===== config.mk =====
export PLATFORM = sky130hd
export DESIGN_NAME = gsls_ctrl
export DESIGN_NICKNAME = d
export VERILOG_FILES = /design/src/design/gsls_pkg.sv /design/src/design/gsls_ctrl.sv
export SDC_FILE = /design/constraint.sdc
export NUM_CORES = 1
export LEC_CHECK = 0
export ABC_AREA = 1
export BUFFER_PORTS_ARGS = -buffer_cell sky130_fd_sc_hd__buf_2
export CORE_ASPECT_RATIO = 0.6
export CORE_MARGIN = 2
export CORE_UTILIZATION = 60
export CTS_CLUSTER_SIZE = 24
export DETAILED_ROUTE_END_ITERATION = 10
export GPL_ROUTABILITY_DRIVEN = 1
export PLACE_DENSITY = 0.91
export SYNTH_ARGS = -nofsm -noshare
export SYNTH_HDL_FRONTEND = slang
export SYNTH_SLANG_ARGS = --single-unit

===== constraint.sdc =====
create_clock -name i_clk -period 9.48 [get_ports i_clk]
set_clock_uncertainty 0.05 [all_clocks]
set_input_delay 0.474 -clock i_clk [delete_from_list [all_inputs] [get_ports i_clk]]
set_output_delay 0.474 -clock i_clk [all_outputs]
set_load 0.03 [all_outputs]

===== src/design/gsls_pkg.sv =====
// ----------------------------------------------------------------------------
// gsls_pkg
// Shared types and constants of the Gauss-Seidel solver: field widths,
// register indexes, status codes and the controller/datapath handshake.
// ----------------------------------------------------------------------------
package gsls_pkg;

    // fixed field widths
    localparam int COEF_W  = 32;   // coefficient, Q16.16
    localparam int ACC_W   = 64;   // accumulator, Q32.32
    localparam int SIZE_W  = 4;
    localparam int LIMIT_W = 16;
    localparam int TOL_W   = 16;
    localparam int STAT_W  = 2;
    localparam int FRAC_W  = 16;

    // configuration port
    localparam int CFG_IDX_W  = 2;
    localparam int CFG_DATA_W = 16;

    typedef enum logic [CFG_IDX_W-1:0] {
        CFG_SYSTEM_SIZE = 2'd0,
        CFG_ITER_LIMIT  = 2'd1,
        CFG_TOLERANCE   = 2'd2
    } t_cfg_idx;

    // register reset values
    localparam logic [SIZE_W-1:0]  RST_SIZE  = 4'd3;
    localparam logic [LIMIT_W-1:0] RST_LIMIT = 16'd1000;
    localparam logic [TOL_W-1:0]   RST_TOL   = 16'd328;

    // parameter defaults
    localparam int DEF_MAX_EQ  = 8;
    localparam int DEF_VALUE_W = 32;

    // 100 * 2^16: percent scale times the Q16.16 scale of the tolerance
    localparam int               SCALE_W   = 23;
    localparam logic [SCALE_W-1:0] TOL_SCALE = 23'd6553600;

    // result status codes
    localparam logic [STAT_W-1:0] STAT_CONVERGED = 2'd0;
    localparam logic [STAT_W-1:0] STAT_LIMIT     = 2'd1;
    localparam logic [STAT_W-1:0] STAT_SINGULAR  = 2'd2;

    // controller -> datapath commands
    typedef struct packed {
        logic store_we;   // write input word to the coefficient store
        logic acc_init;   // acc <= b << 16
        logic lat_div;    // latch diagonal as divisor
        logic mul;        // prod <= a_ij * x_j
        logic acc_add;    // acc <= sat(acc - prod)
        logic div_go;     // start divider
        logic tol_calc;   // saturate quotient, form tolerance terms
        logic x_upd;      // write new unknown
        logic x_clr;      // clear all unknowns
        logic out_load;   // load output word
    } t_dp_cmd;

    // datapath -> controller status
    typedef struct packed {
        logic rd_zero;    // read data is zero
        logic div_done;   // divider finished (pulse)
        logic changed;    // unknown moved beyond tolerance
        logic out_free;   // output register can take a word
    } t_dp_stat;

endpackage


===== src/design/gsls_ctrl.sv =====
// ----------------------------------------------------------------------------
// gsls_ctrl
// Solver sequencer: load counter, diagonal rotation search, sweep, row and
// column counters, convergence decision and result emission.
// ----------------------------------------------------------------------------
module gsls_ctrl #(
    parameter int MAX_EQUATIONS = gsls_pkg::DEF_MAX_EQ,
    localparam int DEPTH = MAX_EQUATIONS * (MAX_EQUATIONS + 1),
    localparam int AW    = $clog2(DEPTH),
    localparam int PW    = $clog2(DEPTH + 1),
    localparam int NW    = $clog2(MAX_EQUATIONS + 1),
    localparam int IDX_W = $clog2(MAX_EQUATIONS)
) (
    input  logic                          i_clk,
    input  logic                          i_rst_n,
    input  logic [NW-1:0]                 i_n_eq,
    input  logic [gsls_pkg::LIMIT_W-1:0]  i_limit,
    input  logic                          i_s_tvalid,
    output logic                          o_s_tready,
    output gsls_pkg::t_dp_cmd             o_cmd,
    input  gsls_pkg::t_dp_stat            i_stat,
    output logic [AW-1:0]                 o_wr_addr,
    output logic [AW-1:0]                 o_rd_addr,
    output logic [IDX_W-1:0]              o_x_addr,
    output logic [gsls_pkg::STAT_W-1:0]   o_out_status,
    output logic [gsls_pkg::LIMIT_W-1:0]  o_out_sweeps,
    output logic                          o_out_last
);
    import gsls_pkg::*;

    localparam int TW = 2 * NW + 1;

    typedef enum logic [13:0] {
        S_LOAD     = 14'b00000000000001,
        S_ROT_RD   = 14'b00000000000010,
        S_ROT_CHK  = 14'b00000000000100,
        S_RD_B     = 14'b00000000001000,
        S_RD_D     = 14'b00000000010000,
        S_LAT_D    = 14'b00000000100000,
        S_COL      = 14'b00000001000000,
        S_MUL      = 14'b00000010000000,
        S_ACC      = 14'b00000100000000,
        S_DIV_GO   = 14'b00001000000000,
        S_DIV_WAIT = 14'b00010000000000,
        S_TOL      = 14'b00100000000000,
        S_UPD      = 14'b01000000000000,
        S_EMIT     = 14'b10000000000000
    } t_state;

    t_state              r_state, n_state;
    logic [PW-1:0]       r_pos, n_pos;
    logic [NW-1:0]       r_row, n_row;
    logic [NW-1:0]       r_col, n_col;
    logic [NW-1:0]       r_rot, n_rot;
    logic [LIMIT_W-1:0]  r_sweep, n_sweep;
    logic [NW-1:0]       r_chg, n_chg;
    logic [STAT_W-1:0]   r_status, n_status;

    logic [NW-1:0]       w_last;
    logic [TW-1:0]       w_total;
    logic                w_accept;
    logic [NW:0]         w_psum;
    logic [NW-1:0]       w_phys;
    logic [NW-1:0]       w_rcol;
    logic [TW-1:0]       w_idx;
    logic [NW-1:0]       w_chg_nxt;
    logic [LIMIT_W-1:0]  w_sweep_nxt;
    logic [LIMIT_W-1:0]  w_limit;

    assign w_last      = NW'(i_n_eq - NW'(1));
    assign w_total     = TW'(i_n_eq) * TW'(i_n_eq + NW'(1));
    assign w_accept    = i_s_tvalid && (r_state == S_LOAD);
    assign w_chg_nxt   = r_chg + NW'(i_stat.changed);
    assign w_sweep_nxt = r_sweep + LIMIT_W'(1);
    assign w_limit     = (i_limit == '0) ? LIMIT_W'(1) : i_limit;

    // store address of (row, col) under the current rotation
    always_comb begin
        w_psum = (NW+1)'(r_row) + (NW+1)'(r_rot);
        w_phys = (w_psum >= (NW+1)'(i_n_eq)) ? NW'(w_psum - (NW+1)'(i_n_eq))
                                              : w_psum[NW-1:0];
        case (r_state)
            S_RD_B:                     w_rcol = i_n_eq;
            S_ROT_RD, S_RD_D:           w_rcol = r_row;
            default:                    w_rcol = r_col;
        endcase
        w_idx = TW'(w_phys) * TW'(i_n_eq + NW'(1)) + TW'(w_rcol);
    end

    // next state and counters
    always_comb begin
        n_state  = r_state;
        n_pos    = r_pos;
        n_row    = r_row;
        n_col    = r_col;
        n_rot    = r_rot;
        n_sweep  = r_sweep;
        n_chg    = r_chg;
        n_status = r_status;
        o_cmd    = '0;

        case (r_state)
            S_LOAD: begin
                if (w_accept) begin
                    o_cmd.store_we = (TW'(r_pos) < w_total);
                    if (TW'(r_pos) + TW'(1) >= w_total) begin
                        o_cmd.x_clr = 1'b1;
                        n_pos   = '0;
                        n_sweep = '0;
                        n_chg   = '0;
                        n_rot   = '0;
                        n_row   = '0;
                        n_state = S_ROT_RD;
                    end else begin
                        n_pos = r_pos + PW'(1);
                    end
                end
            end
            S_ROT_RD: n_state = S_ROT_CHK;
            S_ROT_CHK: begin
                if (i_stat.rd_zero) begin
                    n_row = '0;
                    if (r_rot == w_last) begin
                        n_status = STAT_SINGULAR;
                        n_state  = S_EMIT;
                    end else begin
                        n_rot   = r_rot + NW'(1);
                        n_state = S_ROT_RD;
                    end
                end else if (r_row == w_last) begin
                    n_row   = '0;
                    n_state = S_RD_B;
                end else begin
                    n_row   = r_row + NW'(1);
                    n_state = S_ROT_RD;
                end
            end
            S_RD_B: n_state = S_RD_D;
            S_RD_D: begin
                o_cmd.acc_init = 1'b1;
                n_state = S_LAT_D;
            end
            S_LAT_D: begin
                o_cmd.lat_div = 1'b1;
                n_col   = '0;
                n_state = S_COL;
            end
            S_COL: begin
                if (r_col == i_n_eq)     n_state = S_DIV_GO;
                else if (r_col == r_row) n_col = r_col + NW'(1);
                else                     n_state = S_MUL;
            end
            S_MUL: begin
                o_cmd.mul = 1'b1;
                n_state = S_ACC;
            end
            S_ACC: begin
                o_cmd.acc_add = 1'b1;
                n_col   = r_col + NW'(1);
                n_state = S_COL;
            end
            S_DIV_GO: begin
                o_cmd.div_go = 1'b1;
                n_state = S_DIV_WAIT;
            end
            S_DIV_WAIT: begin
                if (i_stat.div_done) n_state = S_TOL;
            end
            S_TOL: begin
                o_cmd.tol_calc = 1'b1;
                n_state = S_UPD;
            end
            S_UPD: begin
                o_cmd.x_upd = 1'b1;
                if (r_row == w_last) begin
                    n_sweep = w_sweep_nxt;
                    n_row   = '0;
                    if ((w_chg_nxt != '0) && (w_sweep_nxt < w_limit)) begin
                        n_chg   = '0;
                        n_state = S_RD_B;
                    end else begin
                        n_chg    = w_chg_nxt;
                        n_status = (w_chg_nxt != '0) ? STAT_LIMIT : STAT_CONVERGED;
                        n_state  = S_EMIT;
                    end
                end else begin
                    n_chg   = w_chg_nxt;
                    n_row   = r_row + NW'(1);
                    n_state = S_RD_B;
                end
            end
            S_EMIT: begin
                if (i_stat.out_free) begin
                    o_cmd.out_load = 1'b1;
                    if (r_row == w_last) begin
                        n_row   = '0;
                        n_state = S_LOAD;
                    end else begin
                        n_row = r_row + NW'(1);
                    end
                end
            end
            default: n_state = S_LOAD;
        endcase
    end

    // state registers
    always_ff @(posedge i_clk) begin
        if (!i_rst_n) begin
            r_state  <= S_LOAD;
            r_pos    <= '0;
            r_row    <= '0;
            r_col    <= '0;
            r_rot    <= '0;
            r_sweep  <= '0;
            r_chg    <= '0;
            r_status <= STAT_CONVERGED;
        end else begin
            r_state  <= n_state;
            r_pos    <= n_pos;
            r_row    <= n_row;
            r_col    <= n_col;
            r_rot    <= n_rot;
            r_sweep  <= n_sweep;
            r_chg    <= n_chg;
            r_status <= n_status;
        end
    end

    assign o_s_tready   = (r_state == S_LOAD);
    assign o_wr_addr    = r_pos[AW-1:0];
    assign o_rd_addr    = w_idx[AW-1:0];
    assign o_x_addr     = (r_state == S_MUL) ? r_col[IDX_W-1:0] : r_row[IDX_W-1:0];
    assign o_out_status = r_status;
    assign o_out_sweeps = r_sweep;
    assign o_out_last   = (r_row == w_last);

`ifndef SYNTHESIS
    // a word is only loaded when the output register can take it
    a_load_free: assert property (@(posedge i_clk) disable iff (!i_rst_n)
        o_cmd.out_load |-> i_stat.out_free)
        else $error("output word loaded while register full");

    // every accumulate follows its product
    a_acc_after_mul: assert property (@(posedge i_clk) disable iff (!i_rst_n)
        o_cmd.acc_add |-> $past(o_cmd.mul))
        else $error("accumulate without a fresh product");

    // an unknown is written only right after its tolerance terms
    a_upd_after_tol: assert property (@(posedge i_clk) disable iff (!i_rst_n)
        o_cmd.x_upd |-> $past(o_cmd.tol_calc))
        else $error("unknown written without tolerance step");

    // the sweep count never passes the limit
    a_sweep_limit: assert property (@(posedge i_clk) disable iff (!i_rst_n)
        (r_state == S_EMIT) |-> (r_sweep <= w_limit))
        else $error("sweep count beyond iteration limit");
`endif

endmodule


# Yosys cells after proc, flatten, opt, wreduce, memory -nomap -nowiden
# Index checks and enable logic that the tools add are counted.
# word_totals
ff_bits	55
latchBits	0
ramBits	0
rom_bits	0
out_inout_bits	47
mem_count	0
# classes
n_addsub	12
n_mul	2
div	0
n_lt_le_gt_ge	4
n_eq_ne	31
shift	0
n_mux	57
bitwise	0
reduce_logical	19
# ops
cell	n
case mux 14 bit (13 select lines)	1
two-way mux 14 bit	11
two-way mux 16 bit	4
two-way mux 4 bit	13
case mux 16 bit (2 select lines)	1
case mux 4 bit (2 select lines)	3
inequality test 2 bit, second input constant	10
adder 16 x 1 -> 16 bit, second input constant	1
equality test 4 bit	4
zero test 16 bit	1
less-than comparator 16 bit	1
case mux 4 bit (4 select lines)	1
two-way mux 1 bit	15
equality test 14 x 1 -> 1 bit, second input constant	1
equality test 14 x 10 -> 1 bit, second input constant	1
equality test 14 x 11 -> 1 bit, second input constant	1
equality test 14 x 12 -> 1 bit, second input constant	1
equality test 14 x 13 -> 1 bit, second input constant	1
equality test 14 bit, second input constant	1
equality test 14 x 2 -> 1 bit, second input constant	1
equality test 14 x 3 -> 1 bit, second input constant	1
equality test 14 x 4 -> 1 bit, second input constant	1
equality test 14 x 5 -> 1 bit, second input constant	1
equality test 14 x 6 -> 1 bit, second input constant	1
34 further kinds	48

# Logic depth before layout (Yosys ltp)
# logic_depth
word_depth	7
depth_mapped	28

# Least setup slack after synthesis
# Ideal clock, no wire load.
# synth_path
kind	flip-flop to output port
start	register r_rot[0]
end	output o_rd_addr[6]
arrival_time_ns	4.968
t_required_ns	8.956
slack_ns	3.988
stages_incl_launch_ff	25
n_path_buf	0
cell_sequence	dfxtp_1 ha_1 fa_1 nor2_1 nor2_1 ha_1 a21o_1 o21ai_2 nand4_2 or2_1 nand2_2 inv_2 nand2_1 fa_1 fa_1 fa_1 inv_1 ha_1 a21oi_1 nand2_1 a21oi_1 inv_1 a21oi_1 nand3b_1 nand2_1
# synth_between
elab_chain_len	5
elab_cells_between_ends	6
# synth_lines
element	line	text
start: declaration	gsls_ctrl.sv:54	logic [NW-1:0] r_rot, n_rot;
start signal: assignment	gsls_ctrl.sv:223	r_rot <= n_rot;
adder 4 x 4 -> 5 bit *	gsls_ctrl.sv:79	w_psum = (NW+1)'(r_row) + (NW+1)'(r_rot);
subtractor 4 bit / greater-or-equal comparator 5 x 4 -> 1 bit (equally long branches)	gsls_ctrl.sv:80	w_phys = (w_psum >= (NW+1)'(i_n_eq)) ? NW'(w_psum - (NW+1)'(i_n_eq))
two-way mux 4 bit *	gsls_ctrl.sv:80	
multiplier 4 x 5 -> 7 bit *	gsls_ctrl.sv:87	w_idx = TW'(w_phys) * TW'(i_n_eq + NW'(1)) + TW'(w_rcol);
adder 7 x 4 -> 7 bit *	gsls_ctrl.sv:87	
end: declaration	gsls_ctrl.sv:23	output logic [AW-1:0] o_rd_addr,
# Mark *: on every way between the ends. The rest lies on a longest branch, timed or not.

# Worst setup path in the final report
# layout_path
start	register r_row[0]
end	output o_rd_addr[6]
# layout_between
elab_chain_len	5
elab_cells_between_ends	7
# layout_lines
element	line	text
start: declaration	gsls_ctrl.sv:52	logic [NW-1:0] r_row, n_row;
start signal: assignment	gsls_ctrl.sv:221	r_row <= n_row;
adder 4 x 4 -> 5 bit	gsls_ctrl.sv:79	
subtractor 4 bit / greater-or-equal comparator 5 x 4 -> 1 bit (equally long branches)	gsls_ctrl.sv:80	
two-way mux 4 bit	gsls_ctrl.sv:80	
multiplier 4 x 5 -> 7 bit	gsls_ctrl.sv:87	
adder 7 x 4 -> 7 bit *	gsls_ctrl.sv:87	
# Marks and branches as above.

==> results_dict.tcl <==
set metrics [dict create \
    outcome "finished, final reports clean" \
    yosys_warnings 0 \
    synth_top_cell_area_share_pct 18.7 \
    p_leak_nw 3.60 \
    hold_path.class "register to register" \
    ioPinCount 74 \
    yosysSeqAreaShare_pct 18.7 \
    area_delta_synth_final_pct 10.1 \
    synth_area_sq_um 5870 \
    cts_buffers 5 \
    drt-vias-per-instance 5.29 \
    routed_wl_um 14200 \
    clockPowerShare_pct 9.1 \
    switchingPower_mw 1.14 \
    setup_tns_ns 0 \
    nets 1056 \
    vias 5645 \
    diodes 0 \
    grt_pass1_wl_um 24100 \
    synth_seq_cells 55 \
    muxShareOfSynthArea_pct 0 \
    clock_path_buffers 2 \
    clock-sinks 55 \
    combPwrFrac_pct 73.5 \
    synth_xor_area_share_pct 7.58 \
    fin_cells 1067 \
    postCtsSetupBuffers 0 \
    slew_viol_final 0 \
    coreArea_sq_um 9360 \
    remaining_drc_errors 0 \
    layout-drive-gt1-share_pct 13.8 \
    cap_viol_max_count 0 \
    critPathLaunchType "register" \
    first_pass_iters 5 \
    hold_violations 0 \
    grt_max_degree 26 \
    grt_pass1_vias 5183 \
    hold_buffers 0 \
    end_kind "primary output" \
    gp_congestion 0.933 \
    cp.arrival_ns 5.88 \
    drtAntennaViolNets 0 \
    cts_resized 0 \
    die_h_um 80.6 \
    slowest_stage "fa_1" \
    crit_type "register to primary output" \
    place_inst 1060 \
    synth_area_leader_cell "dfxtp_1" \
    slowest_delay_ns 0.56 \
    synthAdderAreaFrac_pct 21.6 \
    max_freq_mhz 156 \
    antenna_found_initial 0 \
    crit_path_max_fanout 10 \
    cellPowerDensity_nw_per_um2 313 \
    htree_levels 2 \
    yosysUniqueCellTypes 49 \
    final_common_cell "nand2_1" \
    die_width_um 132 \
    synth_top_family_by_area "simple AND/OR/NAND/NOR gates" \
    syn_inst 872 \
    cts_tree "yes" \
    max-vdd-ir-drop_mv 0.614 \
    fp.dieArea_sq_um 10600 \
    fin_crit_sh_pct 67.5 \
    ys_top_cells_by_area "dfxtp_1 (19%), ha_1 (16%), nand2_1 (12%), inv_1 (9.4%), nor2_1 (7.1%)" \
    clk_latency_ns 0.29 \
    grt_usage_pct 27.9 \
    syn_nets 991 \
    max_slew_margin_pct 40.1 \
    switching_share_pct 56.1 \
    required_ns 8.96 \
    synth_area_per_cell_sq_um 6.74 \
    synth-compound-area-share_pct 8.56 \
    intPower_uw 888 \
    cts.clk_slew.worst_paths_ns 0.07 \
    seqPwrFrac_pct 17.4 \
    setup_violations 0 \
    root_buffer "clkbuf_16" \
    initial_utilization_pct 62.8 \
    period_needed_ns 6.40 \
    yosys.area_share.simple_pct 31.8 \
    drt_iter0_drc 642 \
    routedWlPerCell_um 13.3 \
    layout_common_cells "nand2_1 (180), inv_1 (147), nor2_1 (111), ha_1 (76), buf_2 (73)" \
    port_buffers 73 \
    synthFlopType "dfxtp_1" \
    grt-ovfl-total 0 \
    async_flop_share_pct 0 \
    rsz0062_at_grt "no" \
    synth_edf_count 0 \
    num_rows 27 \
    dp_hpwl_um 11500 \
    holdWs_ns 0.465 \
    worstMarginPinSlew_ns 0.897 \
]
[through the flow]
| stage | area [sq um] | setup WS, ns | total power, mW | util [%] |
|---|---|---|---|---|
| after floorplan | 5870 | 3.99 | 1.50 | - |
| after global placement | 6320 | 3.61 | 1.78 | 67.6 |
| after detailed placement | 6320 | 3.46 | 1.82 | 67.6 |
| after CTS | 6470 | 3.10 | 2.02 | 69.1 |
| after global routing | 6470 | 2.66 | 2.25 | 69.1 |
| final | 6470 | 3.08 | 2.03 | 69.1 |
[worst paths after layout]
check / start / endpoint / slack (ns) / depth (start not counted)
max: r_row[0] / o_rd_addr[6] / 3.08 / 26
min: r_state[13] / r_state[13] / 0.46 / 2
max reg2reg: o_out_sweeps[0] / o_out_status[0] / 6.11 / 21
min reg2reg: r_state[13] / r_state[13] / 0.46 / 2
[per-layer routing]
metal	part of all wire, %	vias to the layer above	track usage, %
met5	0	-	0
met2	41	229	42.6
met3	9.3	8	5.62
li1	-	2884	-
met4	0.59	0	5.11
met1	49	2524	40.7
[flip-flops by register name, summed over array words and instances, names as in the netlist]
| name | cells |
|---|---|
| r_col | 4 |
| r_chg | 4 |
| o_wr_addr | 7 |
| o_out_status | 2 |
| o_out_sweeps | 16 |
| r_row | 4 |
| r_state | 14 |
| r_rot | 4 |
[final cells by class]
type	count	area (sq um)
inverters	161	604
well taps	130	163
multi-input cells	641	4090
clock inverters	1	5.00
repair buffers	73	365
flip-flops and latches	55	1100
clock buffers	6	139
fillers	747	2890
[cells in the mapped netlist, types with 3 or more instances]
library cell and count:
nand2_1 180, inv_1 147, nor2_1 111, ha_1 76, dfxtp_1 55, nand3_1 47, a21oi_1 40, xor2_1 38
o21ai_0 25, nor3_1 17, fa_1 16, inv_2 14, nand4_1 12, xnor2_1 11, buf_2 8, nand2_2 6
nor2_2 6, clkbuf_1 5, nor4_1 5, o21ai_1 5, nand2_4 4, nand3_2 4, o21a_1 4, nor2_8 3
[logic make-up (layout without fill, tap and decap cells)]
| family | after synthesis | in the layout |
|---|---|---|
| AO/OA/AOI/OAI | 90 | 90 |
| XOR/XNOR | 50 | 50 |
| adder cells (fa/ha/maj) | 92 | 92 |
| buffers and inverters | 176 | 241 |
| flip-flops | 55 | 55 |
| AND/OR/NAND/NOR | 409 | 409 |
[power by group through the flow]
stage | Sequential [mW] | Combinational, mW | Clock, mW
after CTS | 0.350 | 1.49 | 0.186
after detailed placement | 0.355 | 1.46 | 0
after global routing | 0.359 | 1.70 | 0.196
final | 0.352 | 1.49 | 0.185
after global placement | 0.351 | 1.43 | 0
after floorplan | 0.386 | 1.12 | 0
[worst max-delay path, delay by kind of cell (launching register included)]
kind / cells / cell delay, ns
fa+ha+maj: 7 / 2.86
simple gates: 9 / 1.10
compound gates: 5 / 0.82
flops: 1 / 0.43
buf+inv: 5 / 0.36
Power figures use the tool's default switching activity.
